===== config.mk =====
export PLATFORM = sky130hd
export DESIGN_NAME = chunked_range_allocator_top_flat
export DESIGN_NICKNAME = d
export VERILOG_FILES = /design/src/rtl/core/cra_pkg.sv /design/src/rtl/core/cra_in_if.sv /design/src/rtl/core/cra_out_if.sv /design/src/rtl/core/chunked_range_allocator_top.sv /design/src/flat_wrapper.sv
export SDC_FILE = /design/constraint.sdc
export NUM_CORES = 2
export LEC_CHECK = 0
export BUFFER_PORTS_ARGS = -buffer_cell sky130_fd_sc_hd__buf_4
export CORE_MARGIN = 4
export CORE_UTILIZATION = 50
export CTS_CLUSTER_SIZE = 24
export DETAILED_ROUTE_END_ITERATION = 6
export PLACE_DENSITY = 0.67
export SETUP_SLACK_MARGIN = 0.3
export SLEW_MARGIN = 20
export SYNTH_ARGS = -nofsm -noshare
export SYNTH_HDL_FRONTEND = slang
export SYNTH_SLANG_ARGS = --single-unit

===== constraint.sdc =====
create_clock -name clk -period 6.3 [get_ports clk]
set_clock_uncertainty 0.2 [all_clocks]
set_input_delay 1.26 -clock clk [delete_from_list [all_inputs] [get_ports clk]]
set_output_delay 1.26 -clock clk [all_outputs]
set_load 0.02 [all_outputs]

===== src/rtl/core/cra_pkg.sv =====
// Shared constants and codes of the chunked range allocator.
`timescale 1ns / 1ps
`default_nettype none
package cra_pkg;
	localparam int START_W  = 18;
	localparam int LEN_W    = 9;
	localparam int ACTION_W = 2;
	localparam int STATUS_W = 3;
	localparam int ENTRY_W  = START_W + LEN_W;
	localparam logic [LEN_W-1:0] LEN_MAX = '1;

	typedef enum logic [ACTION_W-1:0] {
		ACT_ALLOC = 2'd0,
		ACT_QUEUE = 2'd1,
		ACT_DRAIN = 2'd2
	} action_t;

	typedef enum logic [STATUS_W-1:0] {
		ST_OK       = 3'd0,
		ST_ZERO     = 3'd1,
		ST_TOO_LONG = 3'd2,
		ST_NO_CHUNK = 3'd3,
		ST_FULL     = 3'd4,
		ST_IGNORED  = 3'd5
	} status_t;

	typedef struct packed {
		logic [START_W-1:0] start;
		logic [LEN_W-1:0]   len;
	} entry_t;
endpackage
`default_nettype wire


===== src/rtl/core/cra_in_if.sv =====
// Request channel of the chunked range allocator.
`timescale 1ns / 1ps
`default_nettype none
interface cra_in_if;
	logic                         valid;
	logic                         ready;
	logic [cra_pkg::ACTION_W-1:0] action;
	logic [cra_pkg::START_W-1:0]  range_start;
	logic [cra_pkg::LEN_W-1:0]    range_length;
	modport source (output valid, action, range_start, range_length, input ready);
	modport sink (input valid, action, range_start, range_length, output ready);
endinterface
`default_nettype wire


===== src/rtl/core/cra_out_if.sv =====
// Result channel of the chunked range allocator.
`timescale 1ns / 1ps
`default_nettype none
interface cra_out_if;
	logic                         valid;
	logic                         ready;
	logic [cra_pkg::START_W-1:0]  given_start;
	logic [cra_pkg::STATUS_W-1:0] status;
	logic                         range_dropped;
	modport source (output valid, given_start, status, range_dropped, input ready);
	modport sink (input valid, given_start, status, range_dropped, output ready);
endinterface
`default_nettype wire


===== src/rtl/core/chunked_range_allocator_top.sv =====
// Chunked first-fit range allocator: sequencer around free and pending list memories.
//
// Usage: requests enter on in_ch (action, range_start, range_length); every request
// gives exactly one result beat on out_ch (given_start, status, range_dropped).
// One request is worked on at a time; in_ch.ready is high only while the sequencer
// is idle. The result sits in an output register, so the next request is taken while
// a finished result still waits for out_ch.ready.
// Work per request, serialized by the single read port of each list memory:
//   queue, bad length, unknown action: straight to the result register.
//   alloc: scans the free entries, else takes the current or a new chunk; exact fits remove.
//   drain: per pending entry it compares the free entries, may look for a second
//   neighbor among them, and removes that neighbor when it merges with it.
// Reset (arst_n low) empties both lists and forgets all chunks at once; the list
// memories are not cleared, only entries below the fill counts are ever used.
// A stalled receiver holds the result register; a further finished result waits
// in the sequencer until the register is taken.
`timescale 1ns / 1ps
`default_nettype none
module chunked_range_allocator_top #(
	parameter int CHUNK_SHIFT   = 8,
	parameter int MAX_CHUNKS    = 1024,
	parameter int FREE_DEPTH    = 64,
	parameter int PENDING_DEPTH = 64
) (
	input  wire logic  clk,
	input  wire logic  arst_n,
	cra_in_if.sink     in_ch,
	cra_out_if.source  out_ch
);
	localparam int SW   = cra_pkg::START_W;
	localparam int LW   = cra_pkg::LEN_W;
	localparam int FW   = CHUNK_SHIFT + 1;
	localparam int CW   = (CHUNK_SHIFT + 2 > LW + 1) ? CHUNK_SHIFT + 2 : LW + 1;
	localparam int CHW  = $clog2(MAX_CHUNKS + 1);
	localparam int FUW  = $clog2(FREE_DEPTH + 1);
	localparam int FAW  = $clog2(FREE_DEPTH);
	localparam int PUW  = $clog2(PENDING_DEPTH + 1);
	localparam int PAW  = $clog2(PENDING_DEPTH);
	localparam logic [CW-1:0] CHUNK_SIZE = CW'(1) << CHUNK_SHIFT;

	typedef enum logic [3:0] {
		S_IDLE, S_A_RD, S_A_CK, S_BUMP, S_RM_RD, S_RM_WR, S_D_RD, S_D_LD,
		S_F_RD, S_F_CK, S_J_RD, S_J_CK, S_PUSH, S_FIN
	} state_t;

	state_t state_q;

	cra_pkg::entry_t free_mem [FREE_DEPTH];
	cra_pkg::entry_t pend_mem [PENDING_DEPTH];
	cra_pkg::entry_t f_rdata_q, p_rdata_q, f_wd, p_wd;
	logic f_we, p_we;
	logic [FAW-1:0] f_wa, f_ra;
	logic [PAW-1:0] p_wa;

	logic [FUW-1:0] free_used_q, idx_q, jdx_q, rm_idx_q;
	logic [PUW-1:0] pend_used_q, d_q;
	logic [CHW-1:0] chunks_q;
	logic [FW-1:0]  fill_q;
	logic [SW-1:0]  start_q, istart_q, given_q;
	logic [LW-1:0]  len_q, ilen_q;
	cra_pkg::status_t status_q;
	logic drop_q, drain_q;
	logic           out_valid_q;
	logic [SW-1:0]  out_start_q;
	logic [cra_pkg::STATUS_W-1:0] out_status_q;
	logic           out_drop_q;

	// Decode of the free entry read last cycle, and of the request and output handshakes
	cra_pkg::entry_t e;
	logic [SW:0]   end_w, e_end;
	logic          same_chunk, adj_lo, adj_hi, fits, exact, j_hit;
	logic [LW:0]   sum_a, sum_j;
	logic [LW-1:0] sat_a, sat_j;
	logic [CW-1:0] fill_plus;
	logic          need_new, tail_push, free_room, accept, too_long;
	logic          out_load;

	always_comb begin
		e          = f_rdata_q;
		end_w      = {1'b0, start_q} + (SW+1)'(len_q);
		e_end      = {1'b0, e.start} + (SW+1)'(e.len);
		same_chunk = (e.start >> CHUNK_SHIFT) == (start_q >> CHUNK_SHIFT);
		adj_lo     = same_chunk && (e_end == {1'b0, start_q});
		adj_hi     = same_chunk && ({1'b0, e.start} == end_w);
		j_hit      = (jdx_q != idx_q) && adj_hi;
		sum_a      = {1'b0, e.len} + {1'b0, len_q};
		sat_a      = sum_a[LW] ? cra_pkg::LEN_MAX : sum_a[LW-1:0];
		sum_j      = {1'b0, ilen_q} + {1'b0, e.len};
		sat_j      = sum_j[LW] ? cra_pkg::LEN_MAX : sum_j[LW-1:0];
		fits       = e.len >= len_q;
		exact      = e.len == len_q;
		fill_plus  = CW'(fill_q) + CW'(len_q);
		need_new   = (chunks_q == '0) || (fill_plus > CHUNK_SIZE);
		tail_push  = (chunks_q != '0) && (CW'(fill_q) < CHUNK_SIZE);
		free_room  = free_used_q < FUW'(FREE_DEPTH);
		accept     = in_ch.valid && in_ch.ready;
		too_long   = CW'(in_ch.range_length) > CHUNK_SIZE;
		out_load   = (state_q == S_FIN) && (!out_valid_q || out_ch.ready);
	end

	always_comb begin
		f_we = 1'b0;
		f_wa = idx_q[FAW-1:0];
		f_wd = '0;
		case (state_q)
			S_A_CK: begin
				f_we = fits && !exact;
				f_wd = '{start: e.start + SW'(len_q), len: e.len - len_q};
			end
			S_BUMP: begin
				f_we = need_new && (chunks_q < CHW'(MAX_CHUNKS)) && tail_push && free_room;
				f_wa = free_used_q[FAW-1:0];
				f_wd = '{start: SW'((32'(chunks_q - CHW'(1)) << CHUNK_SHIFT) + 32'(fill_q)),
					len: LW'(CHUNK_SIZE - CW'(fill_q))};
			end
			S_RM_WR: begin
				f_we = 1'b1;
				f_wa = rm_idx_q[FAW-1:0];
				f_wd = f_rdata_q;
			end
			S_F_CK: begin
				f_we = adj_lo || adj_hi;
				f_wd = '{start: adj_lo ? e.start : start_q, len: sat_a};
			end
			S_J_CK: begin
				f_we = j_hit;
				f_wd = '{start: istart_q, len: sat_j};
			end
			S_PUSH: begin
				f_we = free_room;
				f_wa = free_used_q[FAW-1:0];
				f_wd = '{start: start_q, len: len_q};
			end
			default: f_we = 1'b0;
		endcase
		case (state_q)
			S_RM_RD: f_ra = FAW'(free_used_q - FUW'(1));
			S_J_RD:  f_ra = jdx_q[FAW-1:0];
			default: f_ra = idx_q[FAW-1:0];
		endcase
		p_we = accept && (in_ch.action == cra_pkg::ACT_QUEUE) && (in_ch.range_length != '0)
			&& !too_long && (pend_used_q < PUW'(PENDING_DEPTH));
		p_wa = pend_used_q[PAW-1:0];
		p_wd = '{start: in_ch.range_start, len: in_ch.range_length};
	end

	always_ff @(posedge clk) begin
		if (f_we) free_mem[f_wa] <= f_wd;
		f_rdata_q <= free_mem[f_ra];
		if (p_we) pend_mem[p_wa] <= p_wd;
		p_rdata_q <= pend_mem[d_q[PAW-1:0]];
	end

	assign in_ch.ready          = (state_q == S_IDLE);
	assign out_ch.valid         = out_valid_q;
	assign out_ch.given_start   = out_start_q;
	assign out_ch.status        = out_status_q;
	assign out_ch.range_dropped = out_drop_q;

	always_ff @(posedge clk or negedge arst_n) begin
		if (!arst_n) begin
			state_q     <= S_IDLE;
			free_used_q <= '0;
			pend_used_q <= '0;
			chunks_q    <= '0;
			fill_q      <= '0;
			out_valid_q <= 1'b0;
		end else begin
			if (out_load) out_valid_q <= 1'b1;
			else if (out_ch.ready) out_valid_q <= 1'b0;
			case (state_q)
				S_IDLE: begin
					if (accept) begin
						start_q <= in_ch.range_start;
						len_q   <= in_ch.range_length;
						given_q <= '0;
						drop_q  <= 1'b0;
						idx_q   <= '0;
						d_q     <= '0;
						case (in_ch.action)
							cra_pkg::ACT_ALLOC: begin
								if (in_ch.range_length == '0) begin
									status_q <= cra_pkg::ST_ZERO;
									state_q  <= S_FIN;
								end else if (too_long) begin
									status_q <= cra_pkg::ST_TOO_LONG;
									state_q  <= S_FIN;
								end else begin
									state_q <= S_A_RD;
								end
							end
							cra_pkg::ACT_QUEUE: begin
								state_q <= S_FIN;
								if (in_ch.range_length == '0) status_q <= cra_pkg::ST_ZERO;
								else if (too_long) status_q <= cra_pkg::ST_TOO_LONG;
								else if (!p_we) status_q <= cra_pkg::ST_FULL;
								else begin
									status_q    <= cra_pkg::ST_OK;
									pend_used_q <= pend_used_q + PUW'(1);
								end
							end
							cra_pkg::ACT_DRAIN: state_q <= S_D_RD;
							default: begin
								status_q <= cra_pkg::ST_IGNORED;
								state_q  <= S_FIN;
							end
						endcase
					end
				end
				S_A_RD: state_q <= (idx_q == free_used_q) ? S_BUMP : S_A_CK;
				S_A_CK: begin
					if (fits) begin
						given_q  <= e.start;
						status_q <= cra_pkg::ST_OK;
						if (exact) begin
							rm_idx_q <= idx_q;
							drain_q  <= 1'b0;
							state_q  <= S_RM_RD;
						end else begin
							state_q <= S_FIN;
						end
					end else begin
						idx_q   <= idx_q + FUW'(1);
						state_q <= S_A_RD;
					end
				end
				S_BUMP: begin
					state_q <= S_FIN;
					if (need_new && chunks_q >= CHW'(MAX_CHUNKS)) begin
						status_q <= cra_pkg::ST_NO_CHUNK;
					end else begin
						status_q <= cra_pkg::ST_OK;
						if (need_new) begin
							if (tail_push) begin
								if (free_room) free_used_q <= free_used_q + FUW'(1);
								else drop_q <= 1'b1;
							end
							chunks_q <= chunks_q + CHW'(1);
							given_q  <= SW'(32'(chunks_q) << CHUNK_SHIFT);
							fill_q   <= FW'(len_q);
						end else begin
							given_q <= SW'((32'(chunks_q - CHW'(1)) << CHUNK_SHIFT)
								+ 32'(fill_q));
							fill_q  <= FW'(fill_plus);
						end
					end
				end
				S_RM_RD: state_q <= S_RM_WR;
				S_RM_WR: begin
					free_used_q <= free_used_q - FUW'(1);
					if (drain_q) begin
						d_q     <= d_q + PUW'(1);
						state_q <= S_D_RD;
					end else begin
						state_q <= S_FIN;
					end
				end
				S_D_RD: begin
					if (d_q == pend_used_q) begin
						pend_used_q <= '0;
						status_q    <= cra_pkg::ST_OK;
						state_q     <= S_FIN;
					end else begin
						state_q <= S_D_LD;
					end
				end
				S_D_LD: begin
					start_q <= p_rdata_q.start;
					len_q   <= p_rdata_q.len;
					idx_q   <= '0;
					state_q <= S_F_RD;
				end
				S_F_RD: state_q <= (idx_q == free_used_q) ? S_PUSH : S_F_CK;
				S_F_CK: begin
					if (adj_lo) begin
						istart_q <= e.start;
						ilen_q   <= sat_a;
						jdx_q    <= '0;
						state_q  <= S_J_RD;
					end else if (adj_hi) begin
						d_q     <= d_q + PUW'(1);
						state_q <= S_D_RD;
					end else begin
						idx_q   <= idx_q + FUW'(1);
						state_q <= S_F_RD;
					end
				end
				S_J_RD: begin
					if (jdx_q == free_used_q) begin
						d_q     <= d_q + PUW'(1);
						state_q <= S_D_RD;
					end else begin
						state_q <= S_J_CK;
					end
				end
				S_J_CK: begin
					if (j_hit) begin
						rm_idx_q <= jdx_q;
						drain_q  <= 1'b1;
						state_q  <= S_RM_RD;
					end else begin
						jdx_q   <= jdx_q + FUW'(1);
						state_q <= S_J_RD;
					end
				end
				S_PUSH: begin
					if (free_room) free_used_q <= free_used_q + FUW'(1);
					else drop_q <= 1'b1;
					d_q     <= d_q + PUW'(1);
					state_q <= S_D_RD;
				end
				S_FIN: begin
					if (out_load) begin
						out_start_q  <= (status_q == cra_pkg::ST_OK) ? given_q : '0;
						out_status_q <= status_q;
						out_drop_q   <= drop_q;
						state_q      <= S_IDLE;
					end
				end
				default: state_q <= S_IDLE;
			endcase
		end
	end

`ifndef ASSERT_OFF
	a_free_bound: assert property (@(posedge clk) disable iff (!arst_n)
		free_used_q <= FUW'(FREE_DEPTH)) else $error("free list count overflow");
	a_pend_bound: assert property (@(posedge clk) disable iff (!arst_n)
		pend_used_q <= PUW'(PENDING_DEPTH)) else $error("pending count overflow");
	a_fill_bound: assert property (@(posedge clk) disable iff (!arst_n)
		CW'(fill_q) <= CHUNK_SIZE) else $error("chunk fill beyond chunk size");
	a_scan_in_range: assert property (@(posedge clk) disable iff (!arst_n)
		(state_q == S_A_CK || state_q == S_F_CK) |-> idx_q < free_used_q)
		else $error("scan read past free list");
	a_remove_nonempty: assert property (@(posedge clk) disable iff (!arst_n)
		(state_q == S_RM_RD) |-> (free_used_q != '0 && rm_idx_q < free_used_q))
		else $error("removal from empty free list");
`endif
endmodule
`default_nettype wire

===== src/flat_wrapper.sv =====
// flat-port wrapper written by rule: the top's interface ports become plain ports
module chunked_range_allocator_top_flat 
#(
	parameter int CHUNK_SHIFT   = 8,
	parameter int MAX_CHUNKS    = 1024,
	parameter int FREE_DEPTH    = 64,
	parameter int PENDING_DEPTH = 64
)
  (clk, arst_n, in_ch_valid, in_ch_action, in_ch_range_start, in_ch_range_length, in_ch_ready, out_ch_valid, out_ch_given_start, out_ch_status, out_ch_range_dropped, out_ch_ready);
  cra_in_if in_ch_i ();
  cra_out_if out_ch_i ();
  input  wire logic clk;
  input  wire logic arst_n;
  input wire logic [$bits(in_ch_i.valid)-1:0] in_ch_valid;
  input wire logic [$bits(in_ch_i.action)-1:0] in_ch_action;
  input wire logic [$bits(in_ch_i.range_start)-1:0] in_ch_range_start;
  input wire logic [$bits(in_ch_i.range_length)-1:0] in_ch_range_length;
  output wire logic [$bits(in_ch_i.ready)-1:0] in_ch_ready;
  output wire logic [$bits(out_ch_i.valid)-1:0] out_ch_valid;
  output wire logic [$bits(out_ch_i.given_start)-1:0] out_ch_given_start;
  output wire logic [$bits(out_ch_i.status)-1:0] out_ch_status;
  output wire logic [$bits(out_ch_i.range_dropped)-1:0] out_ch_range_dropped;
  input wire logic [$bits(out_ch_i.ready)-1:0] out_ch_ready;
  assign in_ch_i.valid = in_ch_valid;
  assign in_ch_i.action = in_ch_action;
  assign in_ch_i.range_start = in_ch_range_start;
  assign in_ch_i.range_length = in_ch_range_length;
  assign in_ch_ready = in_ch_i.ready;
  assign out_ch_valid = out_ch_i.valid;
  assign out_ch_given_start = out_ch_i.given_start;
  assign out_ch_status = out_ch_i.status;
  assign out_ch_range_dropped = out_ch_i.range_dropped;
  assign out_ch_i.ready = out_ch_ready;
  chunked_range_allocator_top #(.CHUNK_SHIFT(CHUNK_SHIFT), .MAX_CHUNKS(MAX_CHUNKS), .FREE_DEPTH(FREE_DEPTH), .PENDING_DEPTH(PENDING_DEPTH)) u_core (.clk(clk), .arst_n(arst_n), .in_ch(in_ch_i), .out_ch(out_ch_i));
endmodule

==> metrics.yaml <==
drive_above_1_share_pct: 18.3
synth_flop_cell: "edfxtp_1"
ff_latch_area_um2: 110000
start_util_pct: 50.3
setup_viol: 0
cts_tree: "done"
crit_type: "flip-flop to flip-flop"
r2r_slack_ns: 0.98
ys_ff_latch: 3675
violations: "design-rule violations"
swShare_pct: 37.5
synth_area_per_cell_um2: 16.7
syn-num-nets: 8959
drc: 21
dp_hpwl_um: 254000
row_count: 199
worstHoldPathType: "flip-flop to flip-flop"
ant_nets: 0
clkSlewWorstSetupHoldPaths_ns: 0.06
vias_per_cell: 6.34
numPortBuffers: 56
grt_max_degree: 120
finalInstanceArea_um2: 168000
grt_antenna_before_repair: 38
cts_buffer_depth: 4
finalNetCount: 9210
yosys_warnings: 0
clkSinkCount: 3675
fp.dieW_um: 552
die_area_um2: 305000
cts_setup_buffers: 0
cp-start-kind: "flip-flop"
root_buffer: "clkbuf_16"
synth.distinct_cells: 85
post_cts_resized: 0
htreeDepth: 5
core_um2: 294000
numCtsBuffers: 366
combPwrFrac_pct: 36.7
grt_pass1_wl_um: 596000
die_y_um: 552
final_common_cell: "edfxtp_1"
required_ns: 6.71
dr_total_vias: 84400
power_density_nw_per_um2: 488
async_flop_share_pct: 1.06
final_cell_mix: "3582 x edfxtp_1, 1491 x nand2_1, 567 x mux4_2"
wl_per_cell_um: 31.4
nFillCells: 21900
dpl-instance-area_um2: 156000
hold_violations: 0
setup_slack_ns: 0.984
overflow: 0
p_leak_nw: 54.6
grt_setup_unrepaired: "no"
insertion_delay_ns: 0.92
cp_max_fo: 32
irDropWorstVdd_mv: 0.438
cp.arrival_ns: 5.73
max-slew-margin-rel_pct: 22.2
firstDrtPassIters: 7
routed_wl_um: 418000
synth_enable_flop_cells: 3582
worst_pin_slew_ns: 1.17
max-cap-violations: 0
max_freq_mhz: 188
dpl.cell_count: 12600
slew_violations: 0
gp_congestion: 0.952
power_frac_clock_pct: 25.7
status: "complete, but fails checks"
synth.yosys.seq_area_share_pct: 74.1
grt_usage_pct: 26.9
power_switching_mw: 30.8
pin_count: 57
cts_hold_buf: 1
drt_iter0_markers: 12300
place_ws_ns: 0.671
multi_input_area_um2: 37300
syn-instance-count: 8841
grt_pass1_vias: 81400
setup_tns_ns: 0
fin_crit_sh_pct: 84.4
worstSetupEndpointType: "flip-flop"
stdcell_count: 13300
syn_to_final_growth_pct: 13.6
pwr-share-seq_pct: 37.6
finalCriticalPeriod_ns: 5.32
syn_area_um2: 148000
fin_util_pct: 57.1
internal-power_mw: 51.3
-- worst max-delay path, stage by stage, from the launching register on --
cell and delay (ns):
edfxtp_1 0.59, inv_1 0.26, fa_1 0.51, xor2_1 0.24, nand3b_1 0.12, or4_1 0.51, or4_1 0.78, and2_4 0.38
a211oi_4 0.42, buf_12 0.38, a21oi_4 0.27, buf_16 0.23
-- area by class of cell --
cell class                      instances  area share, %
Clock inverter                        187           1.09
Clock buffer                          466           5.77
Inverter                               59          0.132
Tap cell                             3919           2.92
Timing Repair Buffer                  428           2.70
Multi-Input combinational cell       4562           22.2
Sequential cell                      3675           65.2
Antenna cell                           15         0.0223
-- power groups by stage --
stage               Sequential (mW)  Combinational (mW)  Clock, mW
floorplan                      31.0                16.2          0
global placement               31.3                29.3          0
detailed placement             31.3                29.7          0
CTS                            30.8                29.8       21.3
global route                   30.9                31.3       22.4
finish                         30.8                30.2       21.1
-- cell families after synthesis --
group / count (synthesis) / share of synthesized area (%)
and+or+nand+nor: 2575 / 7.60
adders and majority gates: 85 / 0.754
DFF: 3675 / 74.1
xor gates and xnor gates: 147 / 0.879
muxes: 800 / 10.2
AOI/OAI and AO/OA: 955 / 4.85
buffers and inverters: 604 / 1.60
-- state kept, by name, summed over array words and instances, names as in the netlist, 9 cells and up --
register                   flops
u_core.p_rdata_q              27
u_core.out_ch.given_start     18
u_core.given_q                18
u_core.start_q                18
u_core.fill_q                  9
u_core.pend_mem             1728
u_core.chunks_q               11
u_core.ilen_q                  9
u_core.istart_q               18
u_core.free_mem             1728
u_core.len_q                   9
u_core.e                      27
-- cells in the mapped netlist, types with 37 or more instances --
cell      count  area [um^2]
dfrtp_1      39          976
nor2_1      193          724
nor3_1      116          581
a31oi_1      64          400
nand4_1      79          494
a211oi_1     37          278
nand3_1     477         2390
a311oi_1     56          490
a21oi_2      62          543
mux4_2      567        12800
buf_1        88          330
xnor2_1      77          674
a21oi_1     181          906
and3_1       44          275
inv_1        58          218
and2_1       37          231
dfxtp_1      54         1080
xor2_1       69          604
mux2i_1     203         2030
o21ai_0      64          320
a32oi_1     135         1180
clkbuf_1    407         1530
ha_1         78          976
buf_2        43          215
nand2_1    1495         5610
edfxtp_1   3582       108000
-- metal layers --
metal | global-route usage, % | routed length [um] | vias up
li1 | - | - | 35400
met1 | 36.4 | 158000 | 43600
met2 | 43.2 | 201000 | 4587
met3 | 4.45 | 37100 | 816
met4 | 12.4 | 22400 | 20
met5 | 0 | 133 | -
-- path summary, 6_finish.rpt --
kind / start / endpoint / depth (start not counted)
setup / recovery: u_core.len_q[1] / u_core.free_mem[45][5] / 11
hold / removal: u_core.status_q[2] / u_core.out_ch.status[2] / 0
setup reg to reg: u_core.len_q[1] / u_core.free_mem[45][5] / 11
hold reg to reg: u_core.status_q[2] / u_core.out_ch.status[2] / 0
max in group asynchronous: arst_n / u_core.fill_q[2] / 3
min in group asynchronous: arst_n / u_core.state_q[0] / 2
-- stage by stage --
step	power, mW	hold slack [ns]
after floorplan	47.2	0.203
after global placement	60.6	0.243
after detailed placement	61.0	0.253
after CTS	81.9	0.252
after global routing	84.6	0.263
final	82.1	0.263
No activity file was read; power rests on OpenSTA's default activity.
